File: config.mk
export PLATFORM = sky130hd
export DESIGN_NAME = gyro_heading_integrator
export DESIGN_NICKNAME = d
export VERILOG_FILES = /design/src/ghi_pkg.sv /design/src/ghi_axis.sv /design/src/gyro_heading_integrator.sv
export SDC_FILE = /design/constraint.sdc
export NUM_CORES = 2
export LEC_CHECK = 0
export ABC_AREA = 1
export BUFFER_PORTS_ARGS = -buffer_cell sky130_fd_sc_hd__buf_2
export CAP_MARGIN = 20
export CELL_PAD_IN_SITES_DETAIL_PLACEMENT = 0
export CELL_PAD_IN_SITES_GLOBAL_PLACEMENT = 2
export CORE_MARGIN = 2
export CORE_UTILIZATION = 41
export CTS_CLUSTER_SIZE = 14
export DETAILED_ROUTE_END_ITERATION = 12
export MAX_ROUTING_LAYER = met4
export PLACE_DENSITY = 0.95
export SYNTH_ARGS = -nofsm -noshare
export SYNTH_HDL_FRONTEND = slang
export SYNTH_SLANG_ARGS = --single-unit
File: constraint.sdc
create_clock -name i_clk -period 8.55 [get_ports i_clk]
set_clock_uncertainty 0.1 [all_clocks]
set_input_delay 1.71 -clock i_clk [delete_from_list [all_inputs] [get_ports i_clk]]
set_output_delay 1.71 -clock i_clk [all_outputs]
set_load 0.01 [all_outputs]
File: src/ghi_pkg.sv
package ghi_pkg;

    localparam int RATE_W     = 16;
    localparam int TIME_W     = 32;
    localparam int HEAD_W     = 32;
    localparam int FS_W       = 11;
    localparam int INT_W      = 16;
    localparam int APB_ADDR_W = 3;
    localparam int APB_DATA_W = 32;

    localparam int CAL_SAMPLES_DEF = 32;
    localparam int US_PER_S        = 1000000;
    // Converting raw/32768 deg/s into Q9.23 degrees is a left shift by 8.
    localparam int RND_SHIFT       = 8;

    // 360 degrees in Q9.23.
    localparam logic [HEAD_W-1:0] HEAD_MOD = 32'd3019898880;

    localparam logic [FS_W-1:0]  FULL_SCALE_RST = 11'd1000;
    localparam logic [INT_W-1:0] DRIFT_INT_RST  = 16'd100;

    // Width of |raw * CAL_SAMPLES - bias_sum|.
    function automatic int ghi_mag_w(input int cal);
        return RATE_W + $clog2(cal + 1);
    endfunction

    // Width of |diff| * full_scale * dt.
    function automatic int ghi_prod_w(input int cal);
        return ghi_mag_w(cal) + FS_W + TIME_W;
    endfunction

    // Quotient bits produced by the serial divider.
    function automatic int ghi_div_steps(input int cal);
        return ghi_prod_w(cal) + RND_SHIFT;
    endfunction

    typedef struct packed {
        logic cal_acc;
        logic load;
        logic scale;
        logic mul_step;
        logic div_step;
        logic round;
        logic apply;
        logic drift_add;
        logic snap;
        logic drift_calc;
    } t_axis_ctrl;

endpackage

File: src/ghi_axis.sv
module ghi_axis #(
    parameter int CAL_SAMPLES = ghi_pkg::CAL_SAMPLES_DEF
) (
    input  logic                              i_clk,
    input  logic                              i_rst_n,
    input  ghi_pkg::t_axis_ctrl               i_ctrl,
    input  logic signed [ghi_pkg::RATE_W-1:0] i_rate,
    input  logic [ghi_pkg::FS_W-1:0]          i_full_scale,
    input  logic [ghi_pkg::TIME_W-1:0]        i_dt,
    output logic [ghi_pkg::HEAD_W-1:0]        o_heading
);
    import ghi_pkg::*;

    localparam int MAG_W   = ghi_mag_w(CAL_SAMPLES);
    localparam int DIFF_W  = MAG_W + 1;
    localparam int MUL_W   = MAG_W + FS_W;
    localparam int PROD_W  = ghi_prod_w(CAL_SAMPLES);
    localparam int DIVISOR = US_PER_S * CAL_SAMPLES;
    localparam int DIV_W   = $clog2(DIVISOR + 1);
    localparam int REM_W   = DIV_W + 1;

    localparam logic signed [DIFF_W-1:0] CAL_S     = DIFF_W'(CAL_SAMPLES);
    localparam logic [REM_W-1:0]         DIVISOR_R = REM_W'(DIVISOR);
    localparam logic [HEAD_W:0]          MOD_X     = {1'b0, HEAD_MOD};

    function automatic logic [HEAD_W-1:0] mod_add(input logic [HEAD_W-1:0] a,
                                                  input logic [HEAD_W-1:0] b);
        logic [HEAD_W:0] s;
        logic [HEAD_W:0] t;
        s = {1'b0, a} + {1'b0, b};
        t = s - MOD_X;
        return (s >= MOD_X) ? t[HEAD_W-1:0] : s[HEAD_W-1:0];
    endfunction

    function automatic logic [HEAD_W-1:0] mod_sub(input logic [HEAD_W-1:0] a,
                                                  input logic [HEAD_W-1:0] b);
        logic [HEAD_W:0] d;
        logic [HEAD_W:0] t;
        d = {1'b0, a} - {1'b0, b};
        t = d + MOD_X;
        return (a >= b) ? d[HEAD_W-1:0] : t[HEAD_W-1:0];
    endfunction

    logic signed [DIFF_W-1:0] r_bias_sum;
    logic                     r_pos;
    logic [MAG_W-1:0]         r_mag;
    logic [MUL_W-1:0]         r_mult;
    logic [PROD_W-1:0]        r_prod;
    logic [DIV_W-1:0]         r_rem;
    logic [HEAD_W-1:0]        r_qm;
    logic [HEAD_W-1:0]        r_heading;
    logic [HEAD_W-1:0]        r_drift;
    logic [HEAD_W-1:0]        r_snap;

    logic signed [DIFF_W-1:0] w_rate_ext;
    logic signed [DIFF_W-1:0] w_diff;
    logic signed [DIFF_W-1:0] w_neg_diff;
    logic [MAG_W-1:0]         w_mag;
    logic                     w_pos;
    logic [MUL_W:0]           w_mul_sum;
    logic [REM_W-1:0]         w_cur;
    logic [REM_W-1:0]         w_cur_sub;
    logic                     w_ge;
    logic [HEAD_W:0]          w_q2;
    logic [HEAD_W:0]          w_q2_sub;
    logic [HEAD_W-1:0]        w_qm_shift;
    logic                     w_half;

    // Signed difference between the scaled sample and the bias sum.
    assign w_rate_ext = DIFF_W'(i_rate);
    assign w_diff     = w_rate_ext * CAL_S - r_bias_sum;
    assign w_neg_diff = -w_diff;
    assign w_mag      = w_diff[DIFF_W-1] ? w_neg_diff[MAG_W-1:0] : w_diff[MAG_W-1:0];
    assign w_pos      = !w_diff[DIFF_W-1] && (w_diff != '0);

    // Shift-add multiplier: one bit of dt per cycle, LSB first.
    assign w_mul_sum = {1'b0, r_prod[PROD_W-1:TIME_W]} + (r_prod[0] ? {1'b0, r_mult} : '0);

    // Restoring divider: one quotient bit per cycle, MSB first. The quotient is
    // kept reduced modulo a full turn as it is built.
    assign w_cur      = {r_rem, r_prod[PROD_W-1]};
    assign w_ge       = (w_cur >= DIVISOR_R);
    assign w_cur_sub  = w_cur - DIVISOR_R;
    assign w_q2       = {r_qm, w_ge};
    assign w_q2_sub   = w_q2 - MOD_X;
    assign w_qm_shift = (w_q2 >= MOD_X) ? w_q2_sub[HEAD_W-1:0] : w_q2[HEAD_W-1:0];
    assign w_half     = ({r_rem, 1'b0} >= DIVISOR_R);

    always_ff @(posedge i_clk) begin
        if (!i_rst_n) begin
            r_bias_sum <= '0;
            r_heading  <= '0;
            r_drift    <= '0;
            r_snap     <= '0;
        end else begin
            if (i_ctrl.cal_acc) begin
                r_bias_sum <= r_bias_sum + w_rate_ext;
            end
            if (i_ctrl.apply) begin
                r_heading <= r_pos ? mod_sub(r_heading, r_qm) : mod_add(r_heading, r_qm);
            end else if (i_ctrl.drift_add) begin
                r_heading <= mod_add(r_heading, r_drift);
            end
            if (i_ctrl.snap) begin
                r_snap <= r_heading;
            end
            if (i_ctrl.drift_calc) begin
                r_drift <= mod_sub(r_heading, r_snap);
            end
        end
    end

    always_ff @(posedge i_clk) begin
        if (i_ctrl.load) begin
            r_pos <= w_pos;
            r_mag <= w_mag;
        end
        if (i_ctrl.scale) begin
            r_mult <= MUL_W'(r_mag) * MUL_W'(i_full_scale);
            r_prod <= PROD_W'(i_dt);
            r_rem  <= '0;
            r_qm   <= '0;
        end else if (i_ctrl.mul_step) begin
            r_prod <= {w_mul_sum, r_prod[TIME_W-1:1]};
        end else if (i_ctrl.div_step) begin
            r_prod <= {r_prod[PROD_W-2:0], 1'b0};
            r_rem  <= w_ge ? w_cur_sub[DIV_W-1:0] : w_cur[DIV_W-1:0];
            r_qm   <= w_qm_shift;
        end else if (i_ctrl.round) begin
            if (w_half) begin
                r_qm <= mod_add(r_qm, HEAD_W'(1));
            end
        end
    end

    assign o_heading = r_heading;

endmodule

File: src/gyro_heading_integrator.sv
// Gyro heading integrator. Each input transaction carries one gyro sample (raw
// Y and Z rate registers and free-running microsecond and millisecond
// timestamps) and produces exactly one output transaction with the horizontal
// heading (from Z), the vertical heading (from the negated Y rate) and a
// ready_res flag; headings are unsigned Q9.23 degrees in [0,360). The first
// CAL_SAMPLES transactions only accumulate the rate biases and return zero
// headings; the next two run normal updates and measure a per-axis drift, and
// ready_res rises on the second of them. Each update multiplies the
// bias-corrected rate by full_scale_dps and by the elapsed microseconds in a
// bit-serial shift-add multiplier and then divides by 1e6 * CAL_SAMPLES in a
// restoring divider that produces one quotient bit per cycle (mag + 11 + 32
// + 8 bits, 73 bits at CAL_SAMPLES = 32). One sample is processed at a time; a
// new sample is accepted as soon as the previous result sits in the output
// register, even while that result is still stalled. Configuration goes
// through an APB-style port: full_scale_dps at address 0 and drift_interval_ms
// at address 4, both to be written only while the block is idle; the block
// itself does not enforce this.
module gyro_heading_integrator #(
    parameter int CAL_SAMPLES = ghi_pkg::CAL_SAMPLES_DEF
) (
    input  logic                                  i_clk,
    input  logic                                  i_rst_n,
    // Configuration port
    input  logic                                  psel,
    input  logic                                  penable,
    input  logic                                  pwrite,
    input  logic [ghi_pkg::APB_ADDR_W-1:0]        paddr,
    input  logic [ghi_pkg::APB_DATA_W-1:0]        pwdata,
    output logic [ghi_pkg::APB_DATA_W-1:0]        prdata,
    output logic                                  pready,
    // Sample input channel
    input  logic                                  i_in_valid,
    output logic                                  o_in_stall,
    input  logic signed [ghi_pkg::RATE_W-1:0]     i_rate_y_raw,
    input  logic signed [ghi_pkg::RATE_W-1:0]     i_rate_z_raw,
    input  logic [ghi_pkg::TIME_W-1:0]            i_time_us,
    input  logic [ghi_pkg::TIME_W-1:0]            i_time_ms,
    // Heading output channel
    output logic                                  o_out_valid,
    input  logic                                  i_out_stall,
    output logic [ghi_pkg::HEAD_W-1:0]            o_horizontal_heading,
    output logic [ghi_pkg::HEAD_W-1:0]            o_vertical_heading,
    output logic                                  o_ready_res
);
    import ghi_pkg::*;

    localparam int MUL_STEPS = TIME_W;
    localparam int DIV_STEPS = ghi_div_steps(CAL_SAMPLES);
    localparam int STEP_W    = $clog2(DIV_STEPS);
    localparam int CNT_W     = $clog2(CAL_SAMPLES + 1);

    localparam logic REG_FULL_SCALE = 1'b0;
    localparam logic REG_DRIFT_INT  = 1'b1;

    localparam logic signed [RATE_W-1:0] RATE_MIN = {1'b1, {(RATE_W-1){1'b0}}};
    localparam logic signed [RATE_W-1:0] RATE_MAX = {1'b0, {(RATE_W-1){1'b1}}};

    typedef enum logic [10:0] {
        ST_IDLE   = 11'd1,
        ST_CAL    = 11'd2,
        ST_LOAD   = 11'd4,
        ST_SCALE  = 11'd8,
        ST_MUL    = 11'd16,
        ST_DIV    = 11'd32,
        ST_ROUND  = 11'd64,
        ST_APPLY  = 11'd128,
        ST_DRIFT  = 11'd256,
        ST_FINISH = 11'd512,
        ST_OUT    = 11'd1024
    } t_state;

    // Operating phase: bias calibration, first update, second update (which
    // fixes the drift), then normal running.
    typedef enum logic [3:0] {
        PH_CAL    = 4'b0001,
        PH_FIRST  = 4'b0010,
        PH_SECOND = 4'b0100,
        PH_RUN    = 4'b1000
    } t_phase;

    t_state                    r_state;
    t_state                    n_state;
    t_phase                    r_phase;
    logic [CNT_W-1:0]          r_count;
    logic [CNT_W-1:0]          n_count;
    logic [STEP_W-1:0]         r_step;
    logic [FS_W-1:0]           r_full_scale;
    logic [INT_W-1:0]          r_drift_int;
    logic [TIME_W-1:0]         r_prev_us;
    logic [TIME_W-1:0]         r_last_ms;
    logic                      r_out_valid;

    logic signed [RATE_W-1:0]  r_rate_y;
    logic signed [RATE_W-1:0]  r_rate_z;
    logic [TIME_W-1:0]         r_time_us;
    logic [TIME_W-1:0]         r_time_ms;
    logic [TIME_W-1:0]         r_dt;
    logic                      r_drift_due;
    logic [HEAD_W-1:0]         r_out_h;
    logic [HEAD_W-1:0]         r_out_v;
    logic                      r_out_ready;

    logic signed [RATE_W-1:0]  w_rate_y;
    logic [TIME_W-1:0]         w_ms_gap;
    logic                      w_in_take;
    logic                      w_out_load;
    logic                      w_cfg_write;
    t_axis_ctrl                w_ctrl;
    logic [HEAD_W-1:0]         w_head_h;
    logic [HEAD_W-1:0]         w_head_v;

    // ------------------------------------------------------------------
    // Configuration port. Only paddr[2] selects a register (reads return zero
    // unless paddr[1:0] is zero); the port never waits.
    // ------------------------------------------------------------------
    assign pready      = 1'b1;
    assign w_cfg_write = psel && penable && pwrite;

    always_comb begin
        prdata = '0;
        if (paddr[1:0] == 2'b00) begin
            unique case (paddr[2])
                REG_FULL_SCALE: prdata = APB_DATA_W'(r_full_scale);
                REG_DRIFT_INT:  prdata = APB_DATA_W'(r_drift_int);
                default:        prdata = '0;
            endcase
        end
    end

    // ------------------------------------------------------------------
    // Handshakes. A sample is taken only in IDLE; the result waits in the
    // output register so the next sample can enter while it is stalled.
    // ------------------------------------------------------------------
    assign o_in_stall = (r_state != ST_IDLE);
    assign w_in_take  = i_in_valid && (r_state == ST_IDLE);
    assign w_out_load = (r_state == ST_OUT) && (!r_out_valid || !i_out_stall);

    // The Y rate is negated; the most negative code has no positive twin and
    // saturates to the largest positive one.
    assign w_rate_y = (i_rate_y_raw == RATE_MIN) ? RATE_MAX : -i_rate_y_raw;

    assign n_count  = r_count + CNT_W'(1);
    assign w_ms_gap = r_time_ms - r_last_ms;

    // ------------------------------------------------------------------
    // Sequencer: next state and the control word for both axis datapaths.
    // ------------------------------------------------------------------
    always_comb begin
        n_state = r_state;
        w_ctrl  = '0;
        unique case (r_state)
            ST_IDLE: begin
                if (i_in_valid) begin
                    n_state = (r_phase == PH_CAL) ? ST_CAL : ST_LOAD;
                end
            end
            ST_CAL: begin
                w_ctrl.cal_acc = 1'b1;
                n_state        = ST_OUT;
            end
            ST_LOAD: begin
                w_ctrl.load = 1'b1;
                n_state     = ST_SCALE;
            end
            ST_SCALE: begin
                w_ctrl.scale = 1'b1;
                n_state      = ST_MUL;
            end
            ST_MUL: begin
                w_ctrl.mul_step = 1'b1;
                if (r_step == '0) begin
                    n_state = ST_DIV;
                end
            end
            ST_DIV: begin
                w_ctrl.div_step = 1'b1;
                if (r_step == '0) begin
                    n_state = ST_ROUND;
                end
            end
            ST_ROUND: begin
                w_ctrl.round = 1'b1;
                n_state      = ST_APPLY;
            end
            ST_APPLY: begin
                w_ctrl.apply = 1'b1;
                n_state      = ST_DRIFT;
            end
            ST_DRIFT: begin
                w_ctrl.drift_add = r_drift_due;
                n_state          = ST_FINISH;
            end
            ST_FINISH: begin
                w_ctrl.snap       = (r_phase == PH_FIRST);
                w_ctrl.drift_calc = (r_phase == PH_SECOND);
                n_state           = ST_OUT;
            end
            ST_OUT: begin
                if (!r_out_valid || !i_out_stall) begin
                    n_state = ST_IDLE;
                end
            end
            default: n_state = ST_IDLE;
        endcase
    end

    // Control state, timestamps that belong to the integration state, and the
    // configuration registers.
    always_ff @(posedge i_clk) begin
        if (!i_rst_n) begin
            r_state      <= ST_IDLE;
            r_phase      <= PH_CAL;
            r_count      <= '0;
            r_step       <= '0;
            r_full_scale <= FULL_SCALE_RST;
            r_drift_int  <= DRIFT_INT_RST;
            r_prev_us    <= '0;
            r_last_ms    <= '0;
            r_out_valid  <= 1'b0;
        end else begin
            r_state <= n_state;

            if (w_cfg_write) begin
                unique case (paddr[2])
                    REG_FULL_SCALE: r_full_scale <= pwdata[FS_W-1:0];
                    REG_DRIFT_INT:  r_drift_int  <= pwdata[INT_W-1:0];
                    default:        r_full_scale <= r_full_scale;
                endcase
            end

            // Calibration: the first sample also fixes the time base.
            if (r_state == ST_CAL) begin
                if (r_count == '0) begin
                    r_prev_us <= r_time_us;
                end
                r_count <= n_count;
                if (n_count >= CNT_W'(CAL_SAMPLES)) begin
                    r_phase <= PH_FIRST;
                end
            end

            if (r_state == ST_LOAD) begin
                r_prev_us <= r_time_us;
            end

            if (r_state == ST_SCALE) begin
                r_step <= STEP_W'(MUL_STEPS - 1);
            end else if (r_state == ST_MUL) begin
                r_step <= (r_step == '0) ? STEP_W'(DIV_STEPS - 1) : r_step - STEP_W'(1);
            end else if (r_state == ST_DIV) begin
                r_step <= r_step - STEP_W'(1);
            end

            if ((r_state == ST_DRIFT) && r_drift_due) begin
                r_last_ms <= r_time_ms;
            end

            // The second update ends the drift measurement; the drift timer
            // restarts from its sample whether or not a drift was added.
            if (r_state == ST_FINISH) begin
                if (r_phase == PH_FIRST) begin
                    r_phase <= PH_SECOND;
                end else if (r_phase == PH_SECOND) begin
                    r_phase   <= PH_RUN;
                    r_last_ms <= r_time_ms;
                end
            end

            if (w_out_load) begin
                r_out_valid <= 1'b1;
            end else if (r_out_valid && !i_out_stall) begin
                r_out_valid <= 1'b0;
            end
        end
    end

    // Sample latches, per-update operands and the output register.
    always_ff @(posedge i_clk) begin
        if (w_in_take) begin
            r_rate_y  <= w_rate_y;
            r_rate_z  <= i_rate_z_raw;
            r_time_us <= i_time_us;
            r_time_ms <= i_time_ms;
        end
        if (r_state == ST_LOAD) begin
            r_dt        <= r_time_us - r_prev_us;
            r_drift_due <= (w_ms_gap > TIME_W'(r_drift_int));
        end
        if (w_out_load) begin
            r_out_h     <= w_head_h;
            r_out_v     <= w_head_v;
            r_out_ready <= (r_phase == PH_RUN);
        end
    end

    // ------------------------------------------------------------------
    // Two identical axis datapaths run in lockstep under one control word.
    // ------------------------------------------------------------------
    ghi_axis #(
        .CAL_SAMPLES (CAL_SAMPLES)
    ) u_axis_h (
        .i_clk        (i_clk),
        .i_rst_n      (i_rst_n),
        .i_ctrl       (w_ctrl),
        .i_rate       (r_rate_z),
        .i_full_scale (r_full_scale),
        .i_dt         (r_dt),
        .o_heading    (w_head_h)
    );

    ghi_axis #(
        .CAL_SAMPLES (CAL_SAMPLES)
    ) u_axis_v (
        .i_clk        (i_clk),
        .i_rst_n      (i_rst_n),
        .i_ctrl       (w_ctrl),
        .i_rate       (r_rate_y),
        .i_full_scale (r_full_scale),
        .i_dt         (r_dt),
        .o_heading    (w_head_v)
    );

    assign o_out_valid          = r_out_valid;
    assign o_horizontal_heading = r_out_h;
    assign o_vertical_heading   = r_out_v;
    assign o_ready_res          = r_out_ready;

endmodule

After elaboration in Yosys (flattened, before gate mapping)
Index checks and enable logic that the tools add are counted.
{ "word_totals": {"out_inout_bits": 100, "input_bits": 138, "regBits": 908} }
{ "op_classes": {"n_mul": 2, "reduce_logical": 38, "order_cmp": 18, "n_addsub": 37, "bitwise": 3, "n_eq_ne": 21, "mux": 71} }
{ "op_table": {"columns": ["op", "n"], "rows": [
  ["two-way mux 32 bit", 34],
  ["greater-or-equal comparator 33 x 32 -> 1 bit, second input constant", 8],
  ["two-way mux 65 bit", 4],
  ["subtractor 32 bit, second input constant", 8],
  ["subtractor 32 bit", 6],
  ["adder 32 x 32 -> 33 bit", 4],
  ["adder 32 bit, second input constant", 4],
  ["greater-or-equal comparator 32 bit", 4],
  ["case mux 11 bit (10 select lines)", 1],
  ["greater-or-equal comparator 26 x 25 -> 1 bit, second input constant", 4],
  ["adder 33 x 34 -> 34 bit", 2],
  ["adder 32 x 1 -> 33 bit, second input constant", 2],
  ["multiplier 22 x 11 -> 33 bit", 2],
  ["two-way mux 33 bit", 2],
  ["case mux 32 bit (2 select lines)", 1],
  ["two-way mux 25 bit", 2],
  ["subtractor 25 bit, second input constant", 2],
  ["adder 23 x 16 -> 23 bit", 2],
  ["nonzero test 23 bit", 2],
  ["subtractor 21 x 23 -> 23 bit", 2],
  ["two-way mux 11 bit", 4],
  ["two-way mux 22 bit", 2],
  ["negator 22 bit", 2],
  ["greater-than comparator 32 x 16 -> 1 bit", 1],
  ["42 further kinds", 85]
]} }

Longest topological paths before layout
{ "depth": {"word_depth": 7, "depth_mapped": 36, "depth_no_buf": 35} }

Hierarchy
A second synthesis with hierarchy kept.
{ "hier_totals": {"hier_cells": 12226, "area_unflattened_um2": 84891.4} }
{ "by_module_without_submodules": {"columns": ["module", "cells_each", "n_inst", "area_each_um2", "seq_area_each_um2"], "rows": [
  ["ghi_axis at u_axis_h", 5303, 1, 34817.1, 6826.5],
  ["ghi_axis at u_axis_v", 5069, 1, 33931.3, 6826.5],
  ["gyro_heading_integrator", 1854, 1, 16143.0, 8227.9]
]} }

Worst setup path before layout
OpenSTA, ideal clock, no wires.
{ "synth_timing": {"path_kind": "input port to flip-flop", "from": "in i_in_valid", "to": "reg r_rate_y[0], enable pin", "stages": 2, "path_slack_ns": 2.185, "path_buffers": 0, "required_ns": 7.898, "arrival_time_ns": 5.713, "setup_ns": 0.552, "path_cell_list": "inv_1 > nor2_1"} }
{ "synth_via": {"elab_chain_cells": 1} }
{ "synth_rtl": {"columns": ["element", "line_no", "text"], "rows": [
  ["start, declared", "gyro_heading_integrator.sv:32", "input logic i_in_valid,"],
  ["logical AND 1 bit", "gyro_heading_integrator.sv:135", "assign w_in_take = i_in_valid && (r_state == ST_IDLE);"],
  ["named net w_in_take", "gyro_heading_integrator.sv:105", "logic w_in_take;"],
  ["end signal, assigned", "gyro_heading_integrator.sv:280", "r_rate_y <= w_rate_y;"],
  ["end, declared", "gyro_heading_integrator.sv:93", "logic signed [RATE_W-1:0] r_rate_y;"]
]} }
The timed path passes the listed nets, and every way through them passes these cells.
A chain may end at the register's enable or synchronous reset.

Worst setup path in the final report
{ "layout_timing": {"from": "reg r_full_scale[3]", "to": "reg u_axis_v.r_mult[27] (data pin)"} }
{ "layout_via": {"elab_chain_cells": 1} }
{ "layout_rtl": {"columns": ["element", "line_no", "text"], "rows": [
  ["start, declared", "gyro_heading_integrator.sv:87", "logic [FS_W-1:0] r_full_scale;"],
  ["start signal, assigned", "gyro_heading_integrator.sv:225", "REG_FULL_SCALE: r_full_scale <= pwdata[FS_W-1:0];"],
  ["start signal, assigned", "gyro_heading_integrator.sv:227", "default: r_full_scale <= r_full_scale;"],
  ["multiplier 22 x 11 -> 33 bit", "ghi_axis.sv:119", "r_mult <= MUL_W'(r_mag) * MUL_W'(i_full_scale);"],
  ["end signal, assigned", "ghi_axis.sv:119", null],
  ["end, declared", "ghi_axis.sv:47", "logic [MUL_W-1:0] r_mult;"]
]} }
Every way passes these cells.

==> flow_summary_export.csv <==
group,metric,value,unit
timing,min_period,6.38,ns
synth,avgSynthCellArea,7.16,sq um
synth,ys_async_sr_fraction,0,%
clock_network,cts_tree,"done",
global_routing,grt_pass1_wl,402000,um
clock_network,numCtsBuffers,110,
route,ant_nets,0,
global_routing,top_usage_layer,"met2",
setup_path,reg2regPathDepth,20,
global_routing,antenna_found_initial,13,
placement,portBuffers,204,
synth,netlist_area,81700,sq um
route,remaining_drc_errors,0,
layout,layout_common_cells,"2,480 x nand2_1, 1,920 x inv_1, 917 x a21oi_1",
clock_network,post_cts_buffers,0,
setup_path,r2r_slack,2.17,ns
timing,whs,0.359,ns
global_routing,grt_max_degree,126,
worst_hold_path,min_path_type,"flop to flop",
setup_path,worstSetupPathType,"flop to flop",
global_routing,track_usage,25.5,%
floorplan,dieArea,203000,sq um
setup_path,r2r_start,"r_full_scale[3]",
floorplan,initial_core_util,41.3,%
floorplan,rows,163,
worst_hold_path,hp-start,"r_last_ms[25]",
synth,yosysUniqueCellTypes,70,
run_status,outcome,"complete, no violations",
power_and_ir_drop,peakVddDrop,0.000211,V
route,vias_per_cell,5.24,
setup_path,r2r-end,"u_axis_v.r_mult[27]",
clock_network,clkTransAtPathRegs,0.06,ns
power_and_ir_drop,p_per_area,212,nW/um^2
layout,area_growth,9.00,%
synth,syn_inst,11400,
global_routing,grtUsageMet3,2.43,%
setup_path,setup.worst_path.start_class,"flop",
layout,drive_gt1_share,5.31,%
timing,grt_setup_unrepaired,"false",
layout,multi_input_area,50900,sq um
timing,relSlewSlack,31.8,%
global_routing,grt_use_met2,41.7,%
synth,yosys_warnings,0,
floorplan,core_area,198000,sq um
clock_network,htree_num_levels,3,
layout,regArea,21900,sq um
power_and_ir_drop,leakage,44.0,nW
timing,clock.fmax,157,MHz
setup_path,cp.arrival,6.81,ns
timing,fin_setup_tns,0,ns
clock_network,clock_path_buffers,3,
floorplan,die_h,450,um
clock_network,post_cts_resized,0,
layout,num-fill-cells,20300,
global_routing,grt_overflow_total,0,
clock_network,cts_hold_buf,0,
layout,final_nets,12600,
floorplan,fp.dieW,450,um
timing,tightest_slew,1.02,ns
synth,ys_ff_latch,908,
clock_network,clk_latency,0.80,ns
setup_path,cp-end-kind,"flop",
flow_run,cap_violations,0,
synth,synth_edf_count,370,
layout,final_common_cell,"nand2_1",
worst_hold_path,min_to,"r_last_ms[25]",
setup_path,timing.critical_path.required,8.98,ns
route,dr.pass1.iters,6,
clock_network,cts.sinks,908,
layout,utilization,45.1,%
route,vias,74100,
global_routing,grt_pass1_vias,72100,
worst_hold_path,min_path_cells,2,
timing,final_max_slew_viol_count,0,
global_routing,grt_use_met1,33.5,%
timing,setup_violations,0,
route,wl_per_cell,18.1,um
clock_network,cts_root_buffer,"clkbuf_16",
route,drt_wl_total,257000,um
setup_path,cp_max_fo,33,
synth,ys_seq_area_share,26.8,%
route,drtIter0Drc,5211,
timing,fin_crit_sh,74.6,%
placement,routabilityCongestion,0.967,
floorplan,io_pins,238,
placement,dpl.hpwl,203000,um
timing,finalHoldViolations,0,
synth,ys.flop_type,"dfxtp_1",
-- cells in the mapped netlist (8+ instances only) --
library cell	count	area [sq um]
a211oi_1	72	541
a21boi_0	22	165
a21o_1	43	323
a21oi_1	917	4590
a21oi_2	11	96.3
a221oi_1	17	149
a22oi_1	61	458
a31oi_1	120	751
and2_1	8	50.1
buf_1	25	93.8
buf_2	54	270
buf_4	19	143
clkbuf_1	306	1150
clkinv_1	9	33.8
dfxtp_1	538	10800
edfxtp_1	370	11100
fa_1	372	7450
ha_1	656	8210
inv_1	1925	7230
inv_2	12	45.0
nand2_1	2484	9320
nand3_1	413	2070
nand3b_1	31	233
nand4_1	118	738
nor2_1	918	3450
nor3_1	144	721
nor3b_1	8	60.1
nor4_1	63	394
o2111ai_1	8	70.1
o211ai_1	68	510
o21a_1	43	323
o21ai_0	805	4030
o21ai_1	23	115
o21bai_1	63	473
o221ai_1	12	105
o22ai_1	70	438
o31ai_1	17	128
or2_2	40	250
xnor2_1	116	1020
xor2_1	327	2860
-- sequential cells by signal, summed over array words and instances (netlist names), 32 cells and up --
register              cells
o_horizontal_heading     32
o_vertical_heading       32
r_dt                     32
r_last_ms                32
r_prev_us                32
r_time_ms                32
r_time_us                32
u_axis_h.o_heading       32
u_axis_h.r_drift         32
u_axis_h.r_mult          33
u_axis_h.r_prod          65
u_axis_h.r_qm            32
u_axis_h.r_snap          32
u_axis_v.o_heading       32
u_axis_v.r_drift         32
u_axis_v.r_mult          33
u_axis_v.r_prod          65
u_axis_v.r_qm            32
u_axis_v.r_snap          32
-- worst max-delay path by stage --
| stage | slack (ns) | cells past startpoint | startpoint | to |
|---|---|---|---|---|
| 2_1_floorplan | 2.19 | 2 | i_in_valid | r_rate_y[0] |
| 3_3_place_gp | 2.16 | 20 | r_full_scale[3] | u_axis_v.r_mult[27] |
| 3_5_place_dp | 2.13 | 20 | r_full_scale[3] | u_axis_v.r_mult[27] |
| 4_1_cts | 2.12 | 20 | r_full_scale[3] | u_axis_v.r_mult[27] |
| 5_1_grt | 1.84 | 20 | r_full_scale[3] | u_axis_v.r_mult[27] |
| 6_report | 2.17 | 20 | r_full_scale[3] | u_axis_v.r_mult[27] |
-- report_power, final --
group / leakage (nW) / internal, mW / switching, mW / total [mW]
sequential: 7.72 / 5.39 / 0.586 / 5.97
clock: 1.92 / 2.98 / 2.12 / 5.10
combinational: 34.3 / 2.82 / 5.03 / 7.85
-- cells by family (layout without fill, tap and decap cells) --
| family | Yosys count | in the layout | share of synthesized area [%] |
|---|---|---|---|
| other cells | 2 | 27 | 0.00919 |
| buf+inv | 2357 | 2444 | 11.1 |
| compound gates | 2402 | 2402 | 16.6 |
| flops | 908 | 908 | 26.8 |
| simple gates | 4266 | 4266 | 21.6 |
| fa+ha+maj | 1028 | 1028 | 19.2 |
| xor+xnor | 445 | 445 | 4.79 |
-- routing by layer --
layer / part of all wire [%] / up-vias
met4: 3.0 / 0
met1: 46 / 34800
met2: 46 / 1757
li1: - / 37200
met3: 4.2 / 351
met5: 0 / -
-- stage by stage --
stage	setup WS (ns)	cells	power, mW	cell area [sq um]
after global placement	2.16	13900	13.7	85100
final	2.17	14200	18.9	89100
after CTS	2.12	14100	19.0	89000
after detailed placement	2.13	13900	13.9	85100
after global routing	1.84	14200	20.4	89100
after floorplan	2.19	11400	11.9	81800
-- final cells by class --
cell class,count,share of cell area [%]
Sequential cell,908,24.6
Timing Repair Buffer,288,1.89
Clock inverter,65,0.910
Multi-Input combinational cell,8158,57.2
Tap cell,2640,3.71
Clock buffer,145,3.50
Inverter,1946,8.21
Antenna cell,10,0.0281
-- worst max-delay path, cell delays in order, from the launching register on --
cell,delay [ns]
dfxtp_2,0.52
buf_4,0.44
nand2_1,0.14
fa_1,0.50
fa_1,0.45
fa_1,0.49
inv_1,0.06
fa_1,0.55
fa_1,0.41
ha_1,0.36
nand2_1,0.06
inv_1,0.05
a21oi_1,0.08
o21bai_1,0.18
a21oi_1,0.12
o21ai_0,0.43
a21boi_0,0.26
o21ai_0,0.39
a21oi_1,0.17
o21ai_0,0.21
xor2_1,0.09
No activity file was read; power rests on OpenSTA's default activity.
